`src/hdl/csl_pkg.sv`:
```
package csl_pkg;

  typedef enum logic [2:0] {
    M_IDLE,
    M_WORD,
    M_LIT,
    M_ESC,
    M_PLUS,
    M_SLASH,
    M_COMMENT
  } mode_t;

  typedef struct packed {
    logic       done;
    logic [4:0] kind;
    logic [7:0] data;
  } res_t;

  typedef struct packed {
    logic two;
    res_t r0;
    res_t r1;
  } bundle_t;

  typedef struct packed {
    logic full;
    logic empty;
  } q_stat_t;

  localparam int QDEPTH = 4;
  localparam int QAW    = $clog2(QDEPTH);

  localparam logic [4:0] K_IDENT        = 5'd0;
  localparam logic [4:0] K_NUMBER       = 5'd1;
  localparam logic [4:0] K_KW_BASE      = 5'd2;
  localparam logic [4:0] K_CHARLIT      = 5'd7;
  localparam logic [4:0] K_STRINGLIT    = 5'd8;
  localparam logic [4:0] K_LPAREN       = 5'd9;
  localparam logic [4:0] K_RPAREN       = 5'd10;
  localparam logic [4:0] K_LBRACE       = 5'd11;
  localparam logic [4:0] K_RBRACE       = 5'd12;
  localparam logic [4:0] K_COMMA        = 5'd13;
  localparam logic [4:0] K_SEMI         = 5'd14;
  localparam logic [4:0] K_ASSIGN       = 5'd15;
  localparam logic [4:0] K_LESS         = 5'd16;
  localparam logic [4:0] K_GREATER      = 5'd17;
  localparam logic [4:0] K_STAR         = 5'd18;
  localparam logic [4:0] K_AMP          = 5'd19;
  localparam logic [4:0] K_PLUS         = 5'd20;
  localparam logic [4:0] K_PLUSPLUS     = 5'd21;
  localparam logic [4:0] K_SLASH        = 5'd22;
  localparam logic [4:0] K_UNTERMINATED = 5'd23;

  localparam int NKW = 5;

  localparam logic [63:0] KW_STR [NKW] = '{
    {"return", 16'h0000},
    {"while", 24'h000000},
    {"void", 32'h00000000},
    {"int", 40'h0000000000},
    {"char", 32'h00000000}
  };

  localparam logic [2:0] KW_LEN [NKW] = '{3'd6, 3'd5, 3'd4, 3'd3, 3'd4};

  function automatic logic is_letter(input logic [7:0] b);
    return (b >= "a" && b <= "z") || (b >= "A" && b <= "Z") || b == "_";
  endfunction

  function automatic logic is_digit(input logic [7:0] b);
    return b >= "0" && b <= "9";
  endfunction

  function automatic logic [7:0] kw_char(input int i, input logic [2:0] pos);
    logic [63:0] s;
    s = KW_STR[i] << {pos, 3'b000};
    return s[63:56];
  endfunction

  function automatic logic [4:0] match_at(input logic [2:0] pos, input logic [7:0] b,
                                          input logic [4:0] cands);
    logic [4:0] keep;
    keep = '0;
    for (int i = 0; i < NKW; i++) begin
      if (cands[i] && pos < KW_LEN[i] && kw_char(i, pos) == b) keep[i] = 1'b1;
    end
    return keep;
  endfunction

  function automatic logic [4:0] word_kind(input logic num, input logic [4:0] cands,
                                           input logic [2:0] len);
    logic [4:0] k;
    k = K_IDENT;
    for (int i = NKW - 1; i >= 0; i--) begin
      if (cands[i] && KW_LEN[i] == len) k = K_KW_BASE + 5'(i);
    end
    if (num) k = K_NUMBER;
    return k;
  endfunction

  function automatic logic [5:0] punct_kind(input logic [7:0] b);
    logic [5:0] r;
    unique case (b)
      "(":     r = {1'b1, K_LPAREN};
      ")":     r = {1'b1, K_RPAREN};
      "{":     r = {1'b1, K_LBRACE};
      "}":     r = {1'b1, K_RBRACE};
      ",":     r = {1'b1, K_COMMA};
      ";":     r = {1'b1, K_SEMI};
      "=":     r = {1'b1, K_ASSIGN};
      "<":     r = {1'b1, K_LESS};
      ">":     r = {1'b1, K_GREATER};
      "*":     r = {1'b1, K_STAR};
      "&":     r = {1'b1, K_AMP};
      default: r = {1'b0, K_IDENT};
    endcase
    return r;
  endfunction

endpackage

```
`src/hdl/csl_front.sv`:
```
module csl_front
  import csl_pkg::*;
(
  input  logic       clk,
  input  logic       rst,
  input  logic       s_tvalid,
  output logic       s_tready,
  input  logic [7:0] s_tdata,   // text_byte_in
  input  logic       s_tlast,   // end_of_text
  input  q_stat_t    q_stat,
  output logic       push,
  output bundle_t    push_data
);

  mode_t      mode, mode_next;
  logic       lit_char, lit_char_next;
  logic       word_num, word_num_next;
  logic [4:0] cands, cands_next;
  logic [2:0] wlen, wlen_next;

  logic [7:0] b;
  logic       alnum;
  logic [5:0] pk;
  logic       accept;

  logic       id_emit;
  res_t       id_res;
  mode_t      id_mode;
  logic       id_lit;
  logic       id_num;
  logic [4:0] id_cands;
  logic [2:0] id_len;

  logic [1:0] n;
  res_t       r0, r1;

  assign b        = s_tdata;
  assign alnum    = is_letter(b) || is_digit(b);
  assign pk       = punct_kind(b);
  assign s_tready = !q_stat.full;
  assign accept   = s_tvalid && s_tready;

  always_comb begin
    id_emit  = 1'b0;
    id_res   = '0;
    id_mode  = M_IDLE;
    id_lit   = 1'b0;
    id_num   = 1'b0;
    id_cands = '0;
    id_len   = '0;
    if (alnum) begin
      id_mode  = M_WORD;
      id_num   = is_digit(b);
      id_cands = match_at(3'd0, b, 5'h1f);
      id_len   = 3'd1;
      id_emit  = 1'b1;
      id_res   = '{done: 1'b0, kind: K_IDENT, data: b};
    end else if (b == "\"") begin
      id_mode = M_LIT;
    end else if (b == "'") begin
      id_mode = M_LIT;
      id_lit  = 1'b1;
    end else if (pk[5]) begin
      id_emit = 1'b1;
      id_res  = '{done: 1'b1, kind: pk[4:0], data: 8'h00};
    end else if (b == "+") begin
      id_mode = M_PLUS;
    end else if (b == "/") begin
      id_mode = M_SLASH;
    end
  end

  always_comb begin
    mode_next     = mode;
    lit_char_next = lit_char;
    word_num_next = word_num;
    cands_next    = cands;
    wlen_next     = wlen;
    n             = 2'd0;
    r0            = '0;
    r1            = '0;
    if (s_tlast) begin
      unique case (mode)
        M_WORD: begin
          n  = 2'd1;
          r0 = '{done: 1'b1, kind: word_kind(word_num, cands, wlen), data: 8'h00};
        end
        M_LIT, M_ESC: begin
          n  = 2'd1;
          r0 = '{done: 1'b1, kind: K_UNTERMINATED, data: 8'h00};
        end
        M_PLUS: begin
          n  = 2'd1;
          r0 = '{done: 1'b1, kind: K_PLUS, data: 8'h00};
        end
        M_SLASH: begin
          n  = 2'd1;
          r0 = '{done: 1'b1, kind: K_SLASH, data: 8'h00};
        end
        default: n = 2'd0;
      endcase
      mode_next     = M_IDLE;
      lit_char_next = 1'b0;
      word_num_next = 1'b0;
      cands_next    = '0;
      wlen_next     = '0;
    end else begin
      unique case (mode)
        M_WORD: begin
          if (alnum) begin
            cands_next = match_at(wlen, b, cands);
            if (wlen != 3'd7) wlen_next = wlen + 3'd1;
            n  = 2'd1;
            r0 = '{done: 1'b0, kind: K_IDENT, data: b};
          end else begin
            n  = 2'd1;
            r0 = '{done: 1'b1, kind: word_kind(word_num, cands, wlen), data: 8'h00};
          end
        end
        M_LIT: begin
          if (b == (lit_char ? 8'("'") : 8'("\""))) begin
            n         = 2'd1;
            r0        = '{done: 1'b1, kind: lit_char ? K_CHARLIT : K_STRINGLIT, data: 8'h00};
            mode_next = M_IDLE;
          end else if (b == "\\") begin
            mode_next = M_ESC;
          end else begin
            n  = 2'd1;
            r0 = '{done: 1'b0, kind: K_IDENT, data: b};
          end
        end
        M_ESC: begin
          n         = 2'd1;
          r0        = '{done: 1'b0, kind: K_IDENT, data: (b == "n") ? 8'h0a : b};
          mode_next = M_LIT;
        end
        M_PLUS: begin
          n = 2'd1;
          if (b == "+") begin
            r0        = '{done: 1'b1, kind: K_PLUSPLUS, data: 8'h00};
            mode_next = M_IDLE;
          end else begin
            r0 = '{done: 1'b1, kind: K_PLUS, data: 8'h00};
          end
        end
        M_SLASH: begin
          if (b == "/") begin
            mode_next = M_COMMENT;
          end else begin
            n  = 2'd1;
            r0 = '{done: 1'b1, kind: K_SLASH, data: 8'h00};
          end
        end
        M_COMMENT: begin
          if (b == 8'h0a) mode_next = M_IDLE;
        end
        default: n = 2'd0;
      endcase

      // hand the byte to the idle classifier when idle or after a closed word or operator
      if ((mode == M_WORD && !alnum) || (mode == M_PLUS && b != "+") ||
          (mode == M_SLASH && b != "/") || mode == M_IDLE) begin
        mode_next     = id_mode;
        lit_char_next = id_lit;
        word_num_next = id_num;
        cands_next    = id_cands;
        wlen_next     = id_len;
        if (id_emit) begin
          if (mode == M_IDLE) begin
            n  = 2'd1;
            r0 = id_res;
          end else begin
            n  = 2'd2;
            r1 = id_res;
          end
        end
      end
    end
  end

  assign push      = accept && (n != 2'd0);
  assign push_data = '{two: (n == 2'd2), r0: r0, r1: r1};

  always_ff @(posedge clk) begin
    if (rst) begin
      mode     <= M_IDLE;
      lit_char <= 1'b0;
      word_num <= 1'b0;
      cands    <= '0;
      wlen     <= '0;
    end else if (accept) begin
      mode     <= mode_next;
      lit_char <= lit_char_next;
      word_num <= word_num_next;
      cands    <= cands_next;
      wlen     <= wlen_next;
    end
  end

endmodule

```
`src/hdl/csl_queue.sv`:
```
module csl_queue
  import csl_pkg::*;
(
  input  logic    clk,
  input  logic    rst,
  input  logic    push,
  input  bundle_t push_data,
  input  logic    pop,
  output bundle_t head,
  output q_stat_t q_stat
);

  bundle_t        mem [QDEPTH];
  logic [QAW-1:0] wptr, rptr;
  logic [QAW:0]   count;

  assign head         = mem[rptr];
  assign q_stat.full  = (count == (QAW+1)'(QDEPTH));
  assign q_stat.empty = (count == '0);

  always_ff @(posedge clk) begin
    if (push) mem[wptr] <= push_data;
  end

  always_ff @(posedge clk) begin
    if (rst) begin
      wptr  <= '0;
      rptr  <= '0;
      count <= '0;
    end else begin
      if (push) wptr <= wptr + 1'b1;
      if (pop) rptr <= rptr + 1'b1;
      count <= count + (QAW+1)'(push) - (QAW+1)'(pop);
    end
  end

`ifndef SYNTHESIS
  a_no_overflow: assert property (@(posedge clk) disable iff (rst)
    !(push && q_stat.full && !pop))
    else $error("queue written while full");
  a_no_underflow: assert property (@(posedge clk) disable iff (rst)
    !(pop && q_stat.empty))
    else $error("queue read while empty");
  a_count_bound: assert property (@(posedge clk) disable iff (rst)
    count <= (QAW+1)'(QDEPTH))
    else $error("queue count out of range");
`endif

endmodule

```
`src/hdl/csl_back.sv`:
```
module csl_back
  import csl_pkg::*;
(
  input  logic        clk,
  input  logic        rst,
  input  bundle_t     head,
  input  q_stat_t     q_stat,
  output logic        pop,
  output logic        m_tvalid,
  input  logic        m_tready,
  output logic [15:0] m_tdata,   // kind, content_byte
  output logic        m_tuser,   // token_done
  output logic        m_tlast    // last_of_run
);

  logic out_valid;
  res_t out_res;
  logic out_last;
  logic pos;

  logic load;
  res_t cur;
  logic cur_last;

  assign load     = !q_stat.empty && (!out_valid || m_tready);
  assign cur      = pos ? head.r1 : head.r0;
  assign cur_last = pos || !head.two;
  assign pop      = load && cur_last;

  always_ff @(posedge clk) begin
    if (rst) begin
      out_valid <= 1'b0;
      pos       <= 1'b0;
    end else if (load) begin
      out_valid <= 1'b1;
      pos       <= !cur_last;
    end else if (m_tready) begin
      out_valid <= 1'b0;
    end
  end

  always_ff @(posedge clk) begin
    if (load) begin
      out_res  <= cur;
      out_last <= cur_last;
    end
  end

  assign m_tvalid = out_valid;
  assign m_tdata  = {3'b000, out_res.data, out_res.kind};
  assign m_tuser  = out_res.done;
  assign m_tlast  = out_last;

endmodule

```
`src/hdl/c_subset_lexer.sv`:
```
// c_subset_lexer: byte-serial tokenizer for a small C subset.
// Input stream s_*: one source byte per request in s_tdata[7:0]; s_tlast
//   marks end of text (the data byte is then ignored) and flushes any
//   pending word, operator or open literal.
// Output stream m_*: one result per request. m_tuser=1 is a token
//   completion with its kind in m_tdata[4:0]; m_tuser=0 carries one content
//   byte in m_tdata[12:5]. m_tlast marks the final result of an input byte.
// A byte's results pass through the queue and then the output register.
// Throughput: one byte per cycle while each byte gives at most one result
//   and neither the queue nor the receiver stalls; a byte that closes a word
//   or operator and starts a new token gives two results, which the output
//   register takes in turn; it drains one result per cycle while m_tready=1.
// A four-entry queue between the classifier and the output stage absorbs
//   bursts; s_tready drops only when that queue is full.
// Reset: synchronous, clears the scanner state, the queue and the output.
// When the receiver stalls, the held result stays on m_* and input is taken
//   until the queue fills.
module c_subset_lexer
  import csl_pkg::*;
(
  input  logic        clk,
  input  logic        rst,
  input  logic        s_tvalid,
  output logic        s_tready,
  input  logic [7:0]  s_tdata,   // text_byte_in
  input  logic        s_tlast,   // end_of_text
  output logic        m_tvalid,
  input  logic        m_tready,
  output logic [15:0] m_tdata,   // kind [4:0], content_byte [12:5]
  output logic        m_tuser,   // token_done
  output logic        m_tlast    // last_of_run
);

  logic    push;
  bundle_t push_data;
  logic    pop;
  bundle_t head;
  q_stat_t q_stat;

  csl_front u_front (
    .clk       (clk),
    .rst       (rst),
    .s_tvalid  (s_tvalid),
    .s_tready  (s_tready),
    .s_tdata   (s_tdata),
    .s_tlast   (s_tlast),
    .q_stat    (q_stat),
    .push      (push),
    .push_data (push_data)
  );

  csl_queue u_queue (
    .clk       (clk),
    .rst       (rst),
    .push      (push),
    .push_data (push_data),
    .pop       (pop),
    .head      (head),
    .q_stat    (q_stat)
  );

  csl_back u_back (
    .clk      (clk),
    .rst      (rst),
    .head     (head),
    .q_stat   (q_stat),
    .pop      (pop),
    .m_tvalid (m_tvalid),
    .m_tready (m_tready),
    .m_tdata  (m_tdata),
    .m_tuser  (m_tuser),
    .m_tlast  (m_tlast)
  );

endmodule

```
`config.mk`:
```
export PLATFORM = sky130hd
export DESIGN_NAME = c_subset_lexer
export DESIGN_NICKNAME = d
export VERILOG_FILES = /design/src/hdl/csl_pkg.sv /design/src/hdl/csl_front.sv /design/src/hdl/csl_queue.sv /design/src/hdl/csl_back.sv /design/src/hdl/c_subset_lexer.sv
export SDC_FILE = /design/constraint.sdc
export NUM_CORES = 1
export LEC_CHECK = 0
export BUFFER_PORTS_ARGS = -buffer_cell sky130_fd_sc_hd__clkbuf_2
export CORE_MARGIN = 2
export CORE_UTILIZATION = 30
export DETAILED_ROUTE_END_ITERATION = 7
export HOLD_SLACK_MARGIN = 0.06
export PLACE_DENSITY = 0.45
export RECOVER_POWER = 100
export SLEW_MARGIN = 10
export SYNTH_ARGS = -nofsm -noshare
export SYNTH_HDL_FRONTEND = slang
export SYNTH_SLANG_ARGS = --single-unit
```
`constraint.sdc`:
```
create_clock -name clk -period 3.4 [get_ports clk]
set_input_delay 0.34 -clock clk [delete_from_list [all_inputs] [get_ports clk]]
set_output_delay 0.34 -clock clk [all_outputs]
set_load 0.1 [all_outputs]
```
[After elaboration in Yosys (flattened, before gate mapping)]
Memory sizes are Yosys's and may differ from the RTL's. A register that Yosys moved wholly into a read port is not among the register bits.
Index checks and enable logic that the tools add are counted.
Storage, ports and cells
  register bits: 37
  memory bits (writable): 116
  output and inout port bits: 20
  word-level logic and storage cells: 231
  memories kept: 1
Memories
  u_queue.mem: depth 4, bits a word 29, read ports 1, clocked after memory_dff 1, write ports 1, RTL line csl_queue.sv:13  | bundle_t mem [QDEPTH];
Operators by class
  add/subtract/negate cells: 5
  order comparisons: 10
  equality and inequality tests: 49
  shift-type cells: 5
  muxes and demuxes: 92
  reduce and logical (&&, ||, !) cells: 55
Operator list (count)
  << shifter 63 x 6 -> 64 bit, first input constant: 5
  2-to-1 mux 14 bit: 16
  equality test 8 x 6 -> 1 bit, second input constant: 13
  2-to-1 mux 3 bit: 25
  case mux 14 bit (5 select lines): 1
  case mux 6 bit (11 select lines): 1
  case mux 14 bit (4 select lines): 1
  equality test 8 bit: 6
  equality test 7 x 8 -> 1 bit, first input constant: 5
  equality test 8 x 7 -> 1 bit, second input constant: 5
  2-to-1 mux 1 bit: 30
  logical AND 1 bit: 25
  2-to-1 mux 5 bit: 5
  greater-or-equal comparator 8 x 7 -> 1 bit, second input constant: 2
  <= comparator 8 x 7 -> 1 bit, second input constant: 2
  2-to-1 mux 8 bit: 2
  inequality test 8 x 6 -> 1 bit, second input constant: 2
  case mux 3 bit (5 select lines): 1
  2-to-1 mux 2 bit: 7
  equality test 3 bit, second input constant: 4
  equality test 3 bit, first input constant: 3
  < comparator 3 bit, second input constant: 3
  2-to-1 mux 9 bit: 1
  nonzero test 3 bit: 3
  30 further kinds: 48

[Longest topological paths before layout]
Gate-level depths: netlist of the first run.
  word-level depth: 16
  mapped depth: 14
  mapped depth without buffers: 12

[Modules after synthesis]
From an unflattened synthesis of the first run, not the netlist that was laid out.
Unflattened totals
  cell total of the unflattened synthesis: 632
  area total of the unflattened synthesis: 8047.7 sq um
Modules (own cells, without submodules)
  csl_queue: times used 1, cells each 193, area each 4631.9 sq um
  csl_front: times used 1, cells each 393, area each 2670.1 sq um
  csl_back: times used 1, cells each 46, area each 745.7 sq um

[Worst setup path after synthesis of the first run]
OpenSTA, ideal clock, no wires.
  kind: input port to flip-flop
  start point: input port s_tdata[4]
  end point: memory u_queue.mem[0][0] (netlist name) (enable)
  setup time: 0.418 ns
  arrival time: 3.137 ns
  data required time: 2.982 ns
  setup slack: -0.156 ns
  cell stages on the path: 7
  path buffers: 1
  cells stage by stage: or4b_1 -> buf_4 -> a2111oi_0 -> nor3_1 -> nand3_2 -> a22oi_2 -> nor2b_1
On the way
  cells in the longest elaborated chain, start to end: 16
  elaborated cells on any way between the ends: 54
  those cells by class: order compare (6); eq/ne (19); mux (14); reduce/logical (15)
Ends and longest elaborated chain
  start, declared: RTL line c_subset_lexer.sv:25  | input logic [7:0] s_tdata,
  greater-or-equal comparator 8 x 7 -> 1 bit / <= comparator 8 x 7 -> 1 bit (equally long branches): RTL line csl_pkg.sv:67  | return (b >= "a" && b <= "z") || (b >= "A" && b <= "Z") || b == "_";
  logical AND 1 bit: RTL line csl_pkg.sv:67
  logical OR 1 bit (2 in series): RTL line csl_pkg.sv:67
  logical OR 1 bit: RTL line csl_front.sv:38  | assign alnum = is_letter(b) || is_digit(b);
  logical NOT 1 bit: RTL line csl_front.sv:161  | if ((mode == M_WORD && !alnum) || (mode == M_PLUS && b != "+") ||
  logical AND 1 bit: RTL line csl_front.sv:161
  logical OR 1 bit (2 in series): RTL line csl_front.sv:161
  logical OR 1 bit: RTL line csl_front.sv:162  | (mode == M_SLASH && b != "/") || mode == M_IDLE) begin
  2-to-1 mux 2 bit (*): RTL line csl_front.sv:161
  2-to-1 mux 2 bit (*): RTL line csl_front.sv:82  | if (s_tlast) begin
  nonzero test 2 bit (*): RTL line csl_front.sv:181  | assign push = accept && (n != 2'd0);
  logical AND 1 bit (*): RTL line csl_front.sv:181
  2-to-1 mux 1 bit (*): RTL line csl_queue.sv:22  | if (push) mem[wptr] <= push_data;
  2-to-1 mux 1 bit (not written as such) (*): RTL line csl_queue.sv:22
  end, declared: RTL line csl_queue.sv:13
Every way passes the cells marked *; elsewhere a longest branch is shown, timed or not.

[Final worst setup path of the first run]
  start point: input port s_tdata[3]
  end point: register u_queue.count[2]
On the way
  cells in the longest elaborated chain, start to end: 16
  elaborated cells on any way between the ends: 54
  those cells by class: add/sub (2); order compare (6); eq/ne (19); mux (12); reduce/logical (15)
Ends and longest elaborated chain
  greater-or-equal comparator 8 x 7 -> 1 bit / <= comparator 8 x 7 -> 1 bit (equally long branches): RTL line csl_pkg.sv:67
  logical AND 1 bit: RTL line csl_pkg.sv:67
  logical OR 1 bit (2 in series): RTL line csl_pkg.sv:67
  logical OR 1 bit: RTL line csl_front.sv:38
  logical NOT 1 bit: RTL line csl_front.sv:161
  logical AND 1 bit: RTL line csl_front.sv:161
  logical OR 1 bit (2 in series): RTL line csl_front.sv:161
  logical OR 1 bit: RTL line csl_front.sv:162
  2-to-1 mux 2 bit (*): RTL line csl_front.sv:161
  2-to-1 mux 2 bit (*): RTL line csl_front.sv:82
  nonzero test 2 bit (*): RTL line csl_front.sv:181
  logical AND 1 bit (*): RTL line csl_front.sv:181
  adder 3 x 1 -> 3 bit (*): RTL line csl_queue.sv:33  | count <= count + (QAW+1)'(push) - (QAW+1)'(pop);
  subtractor 3 x 1 -> 3 bit (*): RTL line csl_queue.sv:33
  end signal, assigned: RTL line csl_queue.sv:33
  end, declared: RTL line csl_queue.sv:15  | logic [QAW:0] count;
Marked as above.
A chain may end at the register's enable or synchronous reset.

==> results of run 1 <==
## worst paths after layout
kind,start,to,slack [ns]
min,m_tready,u_back.m_tvalid,0.22
min reg2reg,u_queue.wptr[1],u_queue.wptr[1],0.51
max reg2reg,u_front.wlen[2],u_queue.mem[3][23],0.72
max,s_tdata[3],u_queue.count[2],0.46
## registers in the layout, indices dropped and copies added, names as in the netlist, named ones only
| name | flops |
|---|---|
| u_back.m_tuser | 1 |
| u_front.lit_char | 1 |
| u_front.wlen | 3 |
| u_queue.rptr | 2 |
| u_front.cands | 5 |
| u_queue.mem | 116 |
| u_back.pos | 1 |
| u_queue.count | 3 |
| u_front.word_num | 1 |
| u_queue.wptr | 2 |
| u_back.m_tvalid | 1 |
| u_back.m_tlast | 1 |
| u_front.mode | 3 |
| u_back.m_tdata | 13 |
## per-layer routing
metal  track usage  vias up  routed length [µm]
met3        0.0265       32                 783
met2         0.264      129               10300
li1              -     2542                   -
met1         0.188     2703                8940
met4        0.0551        0                 485
met5             0        -                   0
## worst min-delay path, cell delays in order
cell      delay [ns]
clkbuf_2        0.07
nand2b_1        0.11
a21oi_1         0.07
## logic make-up (layout without fill, tap and decap cells)
family,count (synthesis),in the layout
compound gates,117,117
xor+xnor,22,22
fa+ha+maj,15,15
buf+inv,66,123
flops,155,155
mux,38,38
other cells,1,7
simple gates,229,229
## power groups by stage
stage	registers [W]	logic, W	clock network (W)
global route	0.00238	0.00208	0.00201
detailed placement	0.00241	0.00201	0
finish	0.00237	0.00192	0.00188
floorplan	0.00313	0.000868	0
CTS	0.00237	0.00201	0.00193
global placement	0.00241	0.00200	0
## per-stage QoR
stage          cell area (µm²)   util
3_3_place_gp              8660  0.334
3_5_place_dp              8660  0.334
5_1_grt                   9120  0.352
6_report                  9120  0.352
4_1_cts                   9260  0.357
2_1_floorplan             7920      -
## cell type report
class / count / area (µm²)
multi-input combinational: 428 / 3160
timing repair buffer: 70 / 444
sequential: 155 / 4410
clock buffer: 17 / 425
fill: 2563 / 16800
inverter: 21 / 78.8
clock inverter: 15 / 173
tap: 335 / 419
## cell usage in the layout, fill, tap and decap left out, types with 4 or more instances in the layout
| cell | count |
|---|---|
| and3_1 | 7 |
| dfxtp_1 | 24 |
| o31ai_1 | 7 |
| xor2_1 | 10 |
| nand3_1 | 15 |
| nand4_1 | 7 |
| o211ai_1 | 6 |
| nor2b_1 | 11 |
| a22o_1 | 5 |
| or3_1 | 5 |
| or4_1 | 4 |
| clkbuf_2 | 12 |
| a31oi_1 | 9 |
| clkbuf_1 | 27 |
| buf_4 | 27 |
| buf_12 | 4 |
| nand2b_1 | 7 |
| nand3b_1 | 4 |
| mux4_2 | 29 |
| xnor2_1 | 12 |
| ha_1 | 14 |
| inv_8 | 5 |
| clkbuf_16 | 17 |
| and2_0 | 9 |
| inv_1 | 19 |
| nor3_1 | 13 |
| edfxtp_1 | 131 |
| o21ai_0 | 13 |
| mux2i_1 | 8 |
| a21oi_1 | 21 |
| a211oi_1 | 7 |
| clkinv_8 | 4 |
| conb_1 | 7 |
| nor2_1 | 41 |
| nor4_1 | 5 |
| nand2_1 | 82 |
==> summary.md, run 1 <==
| Metric | Value |
|---|---|
| Status | finished, final reports clean |
| Synth area leaders | edfxtp_1 50%, mux4_2 8.3%, dfxtp_1 6.1% |
| Max_slew headroom | 0.213 |
| Slew Limit Fails | 0 |
| Crit-path slowest cell | clkbuf_1 |
| Vias in the first global route | 5554 |
| CTS Buffer Depth | 2 |
| CTS tree | done |
| ANT cells | 0 |
| Cells after Synth | 643 |
| Htree depth | 4 |
| Post-Synth Simple-Gate Area | 0.146 |
| Final Cycle Share | 0.864 |
| DP Cell Count | 1009 |
| Layout area overhead | 15.5% |
| Setup ws final | 0.463 ns |
| Pre-Repair DR Iteration Count | 4 |
| Mux cell area share after synthesis | 0.0948 |
| Crit Path Class | in -> reg |
| Critical Path, Cell by Cell | clkbuf_2, clkbuf_1, xnor2_1, o31ai_1, nand3b_1, nand3_2, a22oi_1, inv_1, ha_1, inv_1, fa_1, xor2_1, xnor2_1, nor2_1 |
| Synth Register Bits | 155 |
| DPL Wire Length | 14.2 mm |
| Power, Total | 0.00617 W |
| Initial Utilization | 0.305 |
| Antenna violations before repair | 0 |
| DRC violations left | 0 |
| Grt total ovfl | 0 |
| Delay-heaviest family, CP | buffers and inverters |
| Setup TNS | 0 ns |
| Resized cells post-CTS | 0 |
| Compound-Gate Fraction of Synth Area | 0.116 |
| Register area share after synthesis | 0.559 |
| Post-CTS Setup Bufs | 0 |
| Hold_buf cts | 0 |
| Hold Path Stages | 3 |
| RD Place Congestion | 0.895 |
| Drt wl/cell | 19.7 µm |
| Top-count cell post-synth | edfxtp_1 |
| Root Buffer | clkbuf_16 |
| # setup viols final | 0 |
| Via count | 5406 |
| Pin count of the biggest net entering global routing | 30 |
| Leak pwr | 3.19 nW |
| Total of max-cap violations | 0 |
| Core area | 0.0259 mm² |
| Largest family of logic cells by synthesized area | simple AND/OR/NAND/NOR gates |
| Die height | 166 µm |
| Syn avg cell area | 12.3 µm² |
| I/O pin count | 33 |
| Peak supply drop | 0.509 mV |
| Ys Warns | 0 |
| Critical Path Start Type | primary input |
| Worst Path Max Fanout | 15 |
| Synthesized cell area | 0.00789 mm² |
| Sw Pwr | 0.00239 W |
| F_max | 340 MHz |
| Worst reg-to-reg path cell count | 8 |
| Adder-cell area share of the yosys netlist | 0.0247 |
| Max incr delay on CP | 0.54 ns |
| DR iter-0 viols | 279 |
| Fin. Hold Viols | 0 |
| Layout net count | 721 |
| Post-synth EDFFs | 131 |
| Post-Synth XOR/XNOR Area | 0.0244 |
| Share of power burned in registers | 0.383 |
| Min Tclk post-route | 2.94 ns |
| Main flop type after synthesis | edfxtp_1 |
| Avg Vias per Cell | 5.19 |
| Hold WC Path Type | in -> reg |
| Buf/Inv on CP | 4 |
| Yosys top cell area share | 0.498 |
| Async SR Flop Fraction | 0 |
| Post-route ant nets | 0 |
| FP Rows | 59 |
| Slew @ Worst Pin | 1.19 ns |
| Clock transition at the registers of the reported paths | 0.06 ns |
| Worst EP arrival | 3.23 ns |
| Unrepaired setup endpoints after global routing | no |
| Num Clock Sinks | 155 |
| PwrDens | 677 mW/mm² |
| Required time worst endpoint | 3.70 ns |
| Fin cells | 1041 |
| Post-Place Setup Slack | 0.266 ns |
| Path length in cells of the critical path | 14 |
| Num CTS Buffers | 17 |
| Port Buf Inserts | 29 |
| Clock latency on the worst-skew pair | 0.43 ns |
| Leading area contributor after synthesis | edfxtp_1 |
| Final WL | 20.5 mm |
| Die area | 0.0276 mm² |
| First-pass GRT wire length | 32.1 mm |
| Die X | 166 µm |
| Layout cells sized above 1 | 0.161 |
| Power share of the clock group | 0.305 |
| Fin Clk Skew | 0.0156 ns |
| Synth unique cells | 84 |
| Hold Slack | 0.221 ns |
| GRT Util Overall | 0.151 |
| Sw Share | 0.387 |
| Comb power frac | 0.312 |
| Crit end category | flop |
| Internal Power | 0.00378 W |
| Top cells by count, synth | 131 x edfxtp_1, 82 x nand2_1, 40 x nor2_1 |
Power figures use the tool's default switching activity.
==> run 2, diff against run 1 <==
Settings changed: SYNTH_HIERARCHICAL set to 1.
==> run 2 against run 1 <==
Hold slack got worse by 0.013 ns; global-route usage fell by 0.16 points; synthesized cell count fell by 1.7%; largest power group unchanged.
==> summary.md, run 2 <==
| Metric | Value |
|---|---|
| Clock transition at the registers of the reported paths | 0.07 ns (was 0.06 ns) |
| Root Buffer | clkbuf_16 (unchanged) |
| Syn avg cell area | 12.7 µm² (was 12.3 µm²) |
| Commonest non-fill, non-tap cell in the layout | edfxtp_1 (unchanged) |
| Worst Path Max Fanout | 29 (was 15) |
| Post-synth EDFFs | 131 (unchanged) |
| Share of the core filled with cells | 0.349 (was 0.352) |
| PwrDens | 660 mW/mm² (was 677 mW/mm²) |
| ANT cells | 0 (unchanged) |
| Async SR Flop Fraction | 0 (unchanged) |
| Crit Path Class | in -> reg (unchanged) |
| Delay-heaviest family, CP | simple AND/OR/NAND/NOR gates (was buffers and inverters) |
| Min Tclk post-route | 2.84 ns (was 2.94 ns) |
| Cells after Synth | 632 (was 643) |
| Post-CTS Setup Bufs | 0 (unchanged) |
| Max reg flops | 116 (unchanged) |
| Comb power frac | 0.296 (was 0.312) |
| Layout cells sized above 1 | 0.186 (was 0.161) |
| F_max | 352 MHz (was 340 MHz) |
| Status | finished, final reports clean (unchanged) |
| Required time worst endpoint | 3.51 ns (was 3.70 ns) |
| Leading area contributor after synthesis | edfxtp_1 (unchanged) |
| CTS Buffer Depth | 2 (unchanged) |
| Top cells by count, synth | 131 x edfxtp_1, 33 x nor2_1, 31 x a21oi_1 (was 131 x edfxtp_1, 82 x nand2_1, 40 x nor2_1) |
| Peak supply drop | 0.273 mV (was 0.509 mV) |
| Layout net count | 693 (was 721) |
| Pin count of the biggest net entering global routing | 30 (unchanged) |
| Share of power burned in registers | 0.383 (about the same) |
| Via count | 5378 (was 5406) |
| Drt wl/cell | 20.2 µm (was 19.7 µm) |
| Die X | 168 µm (was 166 µm) |
| Sw Pwr | 0.00228 W (was 0.00239 W) |
| Sw Share | 0.379 (was 0.387) |
| Synth area leaders | edfxtp_1 49%, mux4_2 7.8%, dfxtp_1 6.0% (was edfxtp_1 50%, mux4_2 8.3%, dfxtp_1 6.1%) |
| Hold WC Path Type | in -> reg (unchanged) |
| Critical Path Start Type | primary input (unchanged) |
| Buf/Inv on CP | 3 (was 4) |
| DRC violations left | 0 (unchanged) |
| Setup TNS | 0 ns (unchanged) |
| Yosys top cell area share | 0.489 (was 0.498) |
| Antenna violations before repair | 0 (unchanged) |
| I/O pin count | 33 (unchanged) |
| Top-count cell post-synth | edfxtp_1 (unchanged) |
| Biggest register | u_queue/mem (was u_queue.mem) |
| Register area share after synthesis | 0.549 (was 0.559) |
| Final WL | 20.5 mm (about the same) |
| Avg Vias per Cell | 5.30 (was 5.19) |
| Crit end category | flop (unchanged) |
| Num CTS Buffers | 17 (unchanged) |
| Die area | 0.0282 mm² (was 0.0276 mm²) |
| First-pass GRT wire length | 32.0 mm (was 32.1 mm) |
| Pre-Repair DR Iteration Count | 5 (was 4) |
| Num Clock Sinks | 155 (unchanged) |
| Crit-path slowest cell | clkbuf_1 (unchanged) |
| Fin Clk Skew | 0.0149 ns (was 0.0156 ns) |
| Max incr delay on CP | 0.48 ns (was 0.54 ns) |
| Synth unique cells | 87 (was 84) |
| Grt total ovfl | 0 (unchanged) |
| Post-route ant nets | 0 (unchanged) |
| Internal Power | 0.00375 W (was 0.00378 W) |
| Die height | 168 µm (was 166 µm) |
| Slew Limit Fails | 0 (unchanged) |
| Synth Register Bits | 155 (unchanged) |
| Placement Cell Area | 0.00864 mm² (was 0.00866 mm²) |
| Critical Path, Cell by Cell | clkbuf_1, nand2_1, nor4_1, a211oi_2, nand2_1, o211ai_1, a21oi_1, clkbuf_1, and2_0, buf_12 (was clkbuf_2, clkbuf_1, xnor2_1, o31ai_1, nand3b_1, nand3_2, a22oi_1, inv_1, ha_1, inv_1, fa_1, xor2_1, xnor2_1, nor2_1) |
| Leak pwr | 3.02 nW (was 3.19 nW) |
| Main flop type after synthesis | edfxtp_1 (unchanged) |
| Synthesized cell area | 0.00805 mm² (was 0.00789 mm²) |
| Unrepaired setup endpoints after global routing | no (unchanged) |
| Max_slew headroom | 0.221 (was 0.213) |
| Htree depth | 4 (unchanged) |
| DPL Wire Length | 13.8 mm (was 14.2 mm) |
| Final Instance Area | 0.00914 mm² (was 0.00912 mm²) |
| Core area | 0.0262 mm² (was 0.0259 mm²) |
| Initial Utilization | 0.307 (was 0.305) |
| Fin. Hold Viols | 0 (unchanged) |
| Slew @ Worst Pin | 1.17 ns (was 1.19 ns) |
| Total of max-cap violations | 0 (unchanged) |
| GRT Util Overall | 0.150 (was 0.151) |
| FP Rows | 59 (unchanged) |
| Layout area overhead | 13.6% (was 15.5%) |
| Final Cycle Share | 0.835 (was 0.864) |
| Highest-count cells in the layout ignoring fill and taps | 131 x edfxtp_1, 33 x nor2_1, 31 x a21oi_1 (was 131 x edfxtp_1, 82 x nand2_1, 41 x nor2_1) |
| Vias in the first global route | 5468 (was 5554) |
| Ys Warns | 6 (was 0) |
| CTS tree | done (unchanged) |
| Worst EP arrival | 2.95 ns (was 3.23 ns) |
| Hold_buf cts | 0 (unchanged) |
| # setup viols final | 0 (unchanged) |
| Clock latency on the worst-skew pair | 0.43 ns (about the same) |
| Filler Cell Count | 2543 (was 2563) |
| Resized cells post-CTS | 0 (unchanged) |
| Port Buf Inserts | 29 (unchanged) |
| DR iter-0 viols | 548 (was 279) |
| RD Place Congestion | 0.857 (was 0.895) |
| Power share of the clock group | 0.320 (was 0.305) |
==> run 2: changes by cell type in the layout (fill, tap and decap cells not counted), moves of 6 or more <==
cell / change
mux2_2: +11
a21oi_1: +10
nor3_1: +7
mux2i_1: -6
inv_1: +6
nand2_1: -54
o21ai_0: +14
nor2_1: -8
==> run 2: kinds of logic after synthesis <==
logic type,after synthesis,synth area share
simple gates,196,0.143
compound gates,129,0.115
mux,45,0.104
flops,155,0.549
xor+xnor,15,0.0182
other cells,2,0.000933
buf+inv,76,0.0479
fa+ha+maj,14,0.0227
==> run 2: final cells by class <==
class | count | area, µm² | share of cell area
flip-flops and latches | 155 | 4410 | 0.483
multi-input cells | 403 | 3210 | 0.351
clock buffers | 17 | 425 | 0.0465
well taps | 335 | 419 | 0.0459
repair buffers | 63 | 405 | 0.0444
clock inverters | 15 | 173 | 0.0189
inverters | 26 | 97.6 | 0.0107
==> run 2: final timing paths <==
path | depth (start not counted) | start | slack (ns) | to
worst max-delay path | 10 | s_tdata[3] | 0.56 | u_queue/mem[1][11]
worst min register to register | 2 | u_front/word_num | 0.51 | u_front/word_num
worst max register to register | 6 | u_front/mode[2] | 0.57 | u_front/wlen[0]
worst min-delay path | 4 | m_tready | 0.21 | u_back/m_tvalid
==> run 2: tightest hold or removal path, cell delays in order <==
cell and delay (ns):
clkbuf_2 0.07, nor2b_1 0.06, inv_1 0.05, a21oi_1 0.05
==> run 2: power by group through the flow <==
stage                     clock network [W]  registers, W  logic [W]
after floorplan                           0       0.00302   0.000872
after global placement                    0       0.00235    0.00185
after detailed placement                  0       0.00236    0.00187
after CTS                           0.00199       0.00231    0.00187
after global routing                0.00207       0.00233    0.00192
final                               0.00193       0.00231    0.00179
==> run 2: metrics by stage <==
stage               instances  worst slack, ns  hold WS, ns  total power, W
global route             1014            0.237        0.246         0.00632
floorplan                 634           0.0905        0.409         0.00389
detailed placement        982            0.303        0.496         0.00422
finish                   1014            0.561        0.208         0.00603
CTS                      1014            0.613        0.186         0.00617
global placement          982            0.346        0.495         0.00420
==> run 2: per-layer routing <==
layer  global-route usage  share of wire  vias up
li1                     -              -     2504
met1                0.207           0.47     2701
met2                0.240           0.47      142
met3               0.0237          0.034       31
met4               0.0533          0.020        0
met5                    0              0        -
==> run 3, diff against run 2 <==
Clock period 3.4 ns to 2.3 ns, I/O delays scaled along.
==> run 3 against run 2 <==
The run now ends with negative setup slack left; wire length grew 7.9%; sequential power grew 48%; via count grew 8.1%; die area is the same; critical endpoint is now u_queue/mem[2][24]; largest cell class unchanged; largest power group unchanged.
==> summary.md, run 3 (synthesis gave the netlist of run 2 again) <==
| Metric | Value |
|---|---|
| Final Cycle Share | 1.02 |
| GRT Util Overall | 0.157 (was 0.150) |
| Share of the core filled with cells | 0.389 (was 0.349) |
| Hold WC Path Type | in -> reg (unchanged) |
| Max_slew headroom | 0.212 (was 0.221) |
| Setup ws final | -0.0425 ns (was 0.561 ns) |
| Failing checks | negative setup slack |
| Post-route ant nets | 0 (unchanged) |
| Pin count of the biggest net entering global routing | 29 (was 30) |
| Highest-count cells in the layout ignoring fill and taps | 131 x edfxtp_1, 116 x buf_4, 32 x nor2_1 (was 131 x edfxtp_1, 33 x nor2_1, 31 x a21oi_1) |
| WHS Endpoint | u_back/m_tvalid (unchanged) |
| Fin Clk Skew | 0.0185 ns (was 0.0149 ns) |
| Setup TNS | -0.966 ns (was 0 ns) |
| Hold Slack | 0.129 ns (was 0.208 ns) |
| Min Tclk post-route | 2.34 ns |
| Htree depth | 4 (unchanged) |
| Max reg flops | 116 (unchanged) |
| Leak pwr | 3.61 nW (was 3.02 nW) |
| Die height | 168 µm (unchanged) |
| Peak supply drop | 0.450 mV (was 0.273 mV) |
| Critical Path Start Type | primary input (unchanged) |
| Core area | 0.0262 mm² (unchanged) |
| DRC violations left | 0 (unchanged) |
| Die area | 0.0282 mm² (unchanged) |
| Commonest non-fill, non-tap cell in the layout | edfxtp_1 (unchanged) |
| Delay-heaviest family, CP | simple AND/OR/NAND/NOR gates (unchanged) |
| Hold Path Stages | 4 (unchanged) |
| CTS Buffer Depth | 2 (unchanged) |
| Max incr delay on CP | 0.58 ns (was 0.48 ns) |
| Comb power frac | 0.327 (was 0.296) |
| Clock latency on the worst-skew pair | 0.42 ns (was 0.43 ns) |
| Antenna violations before repair | 0 (unchanged) |
| Status | finished, violations left (was finished, final reports clean) |
| Port Buf Inserts | 29 (unchanged) |
| PwrDens | 876 mW/mm² (was 660 mW/mm²) |
| F_max | 427 MHz |
| Biggest register | u_queue/mem (unchanged) |
| Initial Utilization | 0.307 (unchanged) |
| Hold Startpoint | m_tready (unchanged) |
| Hold_buf cts | 0 (unchanged) |
| First-pass GRT wire length | 33.8 mm (was 32.0 mm) |
| Worst reg-to-reg path cell count | 8 (was 6) |
| FP Rows | 59 (unchanged) |
| DPL Wire Length | 16.1 mm (was 13.8 mm) |
| Sw Share | 0.364 (was 0.379) |
| RD Place Congestion | 0.894 (was 0.857) |
| Crit-path slowest cell | or4b_4 (was clkbuf_1) |
| Buf/Inv on CP | 4 (was 3) |
| Crit Path Class | in -> reg (unchanged) |
| Setup slack, reg-to-reg | 0.03 ns (was 0.57 ns) |
| ANT cells | 0 (unchanged) |
| Share of power burned in registers | 0.384 (was 0.383) |
| I/O pin count | 33 (unchanged) |
| Layout net count | 811 (was 693) |
| Pre-Repair DR Iteration Count | 5 (unchanged) |
| Required time worst endpoint | 2.43 ns (was 3.51 ns) |
| Fin. Hold Viols | 0 (unchanged) |
| Critical Path, Cell by Cell | buf_6, or4b_4, buf_6, nor4_4, a211oi_2, nand2_1, o211ai_1, a21oi_4, buf_6, and2_4, clkbuf_16 (was clkbuf_1, nand2_1, nor4_1, a211oi_2, nand2_1, o211ai_1, a21oi_1, clkbuf_1, and2_0, buf_12) |
| Final WL | 22.1 mm (was 20.5 mm) |
| # setup viols final | 55 (was 0) |
| Via count | 5815 (was 5378) |
| Crit end category | flop (unchanged) |
| Die X | 168 µm (unchanged) |
| CTS tree | done (unchanged) |
| Sw Pwr | 0.00325 W (was 0.00228 W) |
| Grt total ovfl | 0 (unchanged) |
| Num Clock Sinks | 155 (unchanged) |
| Avg Vias per Cell | 5.14 (was 5.30) |
| Worst Path Max Fanout | 6 (was 29) |
| Unrepaired setup endpoints after global routing | yes (was no) |
| Layout area overhead | 26.5% (was 13.6%) |
| RR Endpoint | u_queue/count[1] (was u_front/wlen[0]) |
| Layout cells sized above 1 | 0.326 (was 0.186) |
| Power share of the clock group | 0.288 (was 0.320) |
| Total of max-cap violations | 0 (unchanged) |
| CP most frequent cell | buf_6 |
| Internal Power | 0.00567 W (was 0.00375 W) |
| DR iter-0 viols | 399 (was 548) |
| Worst EP arrival | 2.48 ns (was 2.95 ns) |
| Root Buffer | clkbuf_16 (unchanged) |
| Clock transition at the registers of the reported paths | 0.06 ns (was 0.07 ns) |
| Slew Limit Fails | 0 (unchanged) |
| Slew @ Worst Pin | 1.19 ns (was 1.17 ns) |
| Vias in the first global route | 5847 (was 5468) |
| Drt wl/cell | 19.5 µm (was 20.2 µm) |
| Num CTS Buffers | 17 (unchanged) |
==> run 3: changes by cell type in the layout (fill, tap and decap cells not counted), sizes merged <==
cell / before / now
clkinv: 5 / 7
buf: 28 / 134
clkinvlp: 1 / 2
inv: 35 / 31
clkbuf: 52 / 65
==> run 3: power by group through the flow <==
stage,registers [W],clock network (W),logic (W)
6_report,0.00342,0.00257,0.00292
2_1_floorplan,0.00447,0,0.00133
4_1_cts,0.00343,0.00264,0.00301
3_3_place_gp,0.00348,0,0.00297
5_1_grt,0.00346,0.00275,0.00313
3_5_place_dp,0.00349,0,0.00298
==> run 3: worst register-to-register path: stages, from the launching register on <==
cell and delay, ns:
dfxtp_1 0.37, mux4_2 0.54, nand2b_2 0.10, and2_1 0.15
ha_1 0.25, inv_2 0.08, ha_4 0.13, fa_2 0.42
nor2b_4 0.13
==> run 3: cell type report <==
type / count / area [µm²]
flip-flops and latches: 155 / 4420
clock buffers: 18 / 429
repair buffers: 181 / 1410
multi-input cells: 403 / 3300
clock inverters: 14 / 113
fillers: 2510 / 16000
well taps: 335 / 419
inverters: 26 / 97.6
==> run 3: worst max-delay path by stage <==
stage          cells past startpoint  startpoint                  to  slack (ns)
2_1_floorplan                     11  s_tdata[4]    u_queue/count[1]       -0.39
3_3_place_gp                      11  s_tdata[7]    u_queue/count[2]       -0.42
3_5_place_dp                      11  s_tdata[7]   u_queue/mem[3][7]       -0.43
4_1_cts                           10  s_tdata[7]    u_queue/count[1]       0.003
5_1_grt                           10  s_tdata[7]    u_queue/count[1]        -0.1
6_report                          11  s_tdata[7]  u_queue/mem[2][24]       -0.04
==> run 3: through the flow <==
stage / cell area, µm² / total power, W / instances / setup WS (ns)
after floorplan: 8140 / 0.00579 / 634 / -0.385
after global placement: 9600 / 0.00645 / 1094 / -0.421
after detailed placement: 9600 / 0.00647 / 1094 / -0.433
after CTS: 10100 / 0.00908 / 1126 / 0.00264
after global routing: 10200 / 0.00934 / 1132 / -0.0961
final: 10200 / 0.00892 / 1132 / -0.0425
==> run 3: metal layers <==
metal  track usage  wire length (µm)
met1         0.203              9780
met2         0.271             11300
met3        0.0233               719
met4        0.0510               310
met5             0                 0
==> run 3: repair_timing <==
item | in CTS | in global routing
cloned | 0 | 3
setup endpoints to repair | 5 | 122
pin swaps | 0 | 6
buffers inserted | 0 | 3
resized for setup | 2 | 16
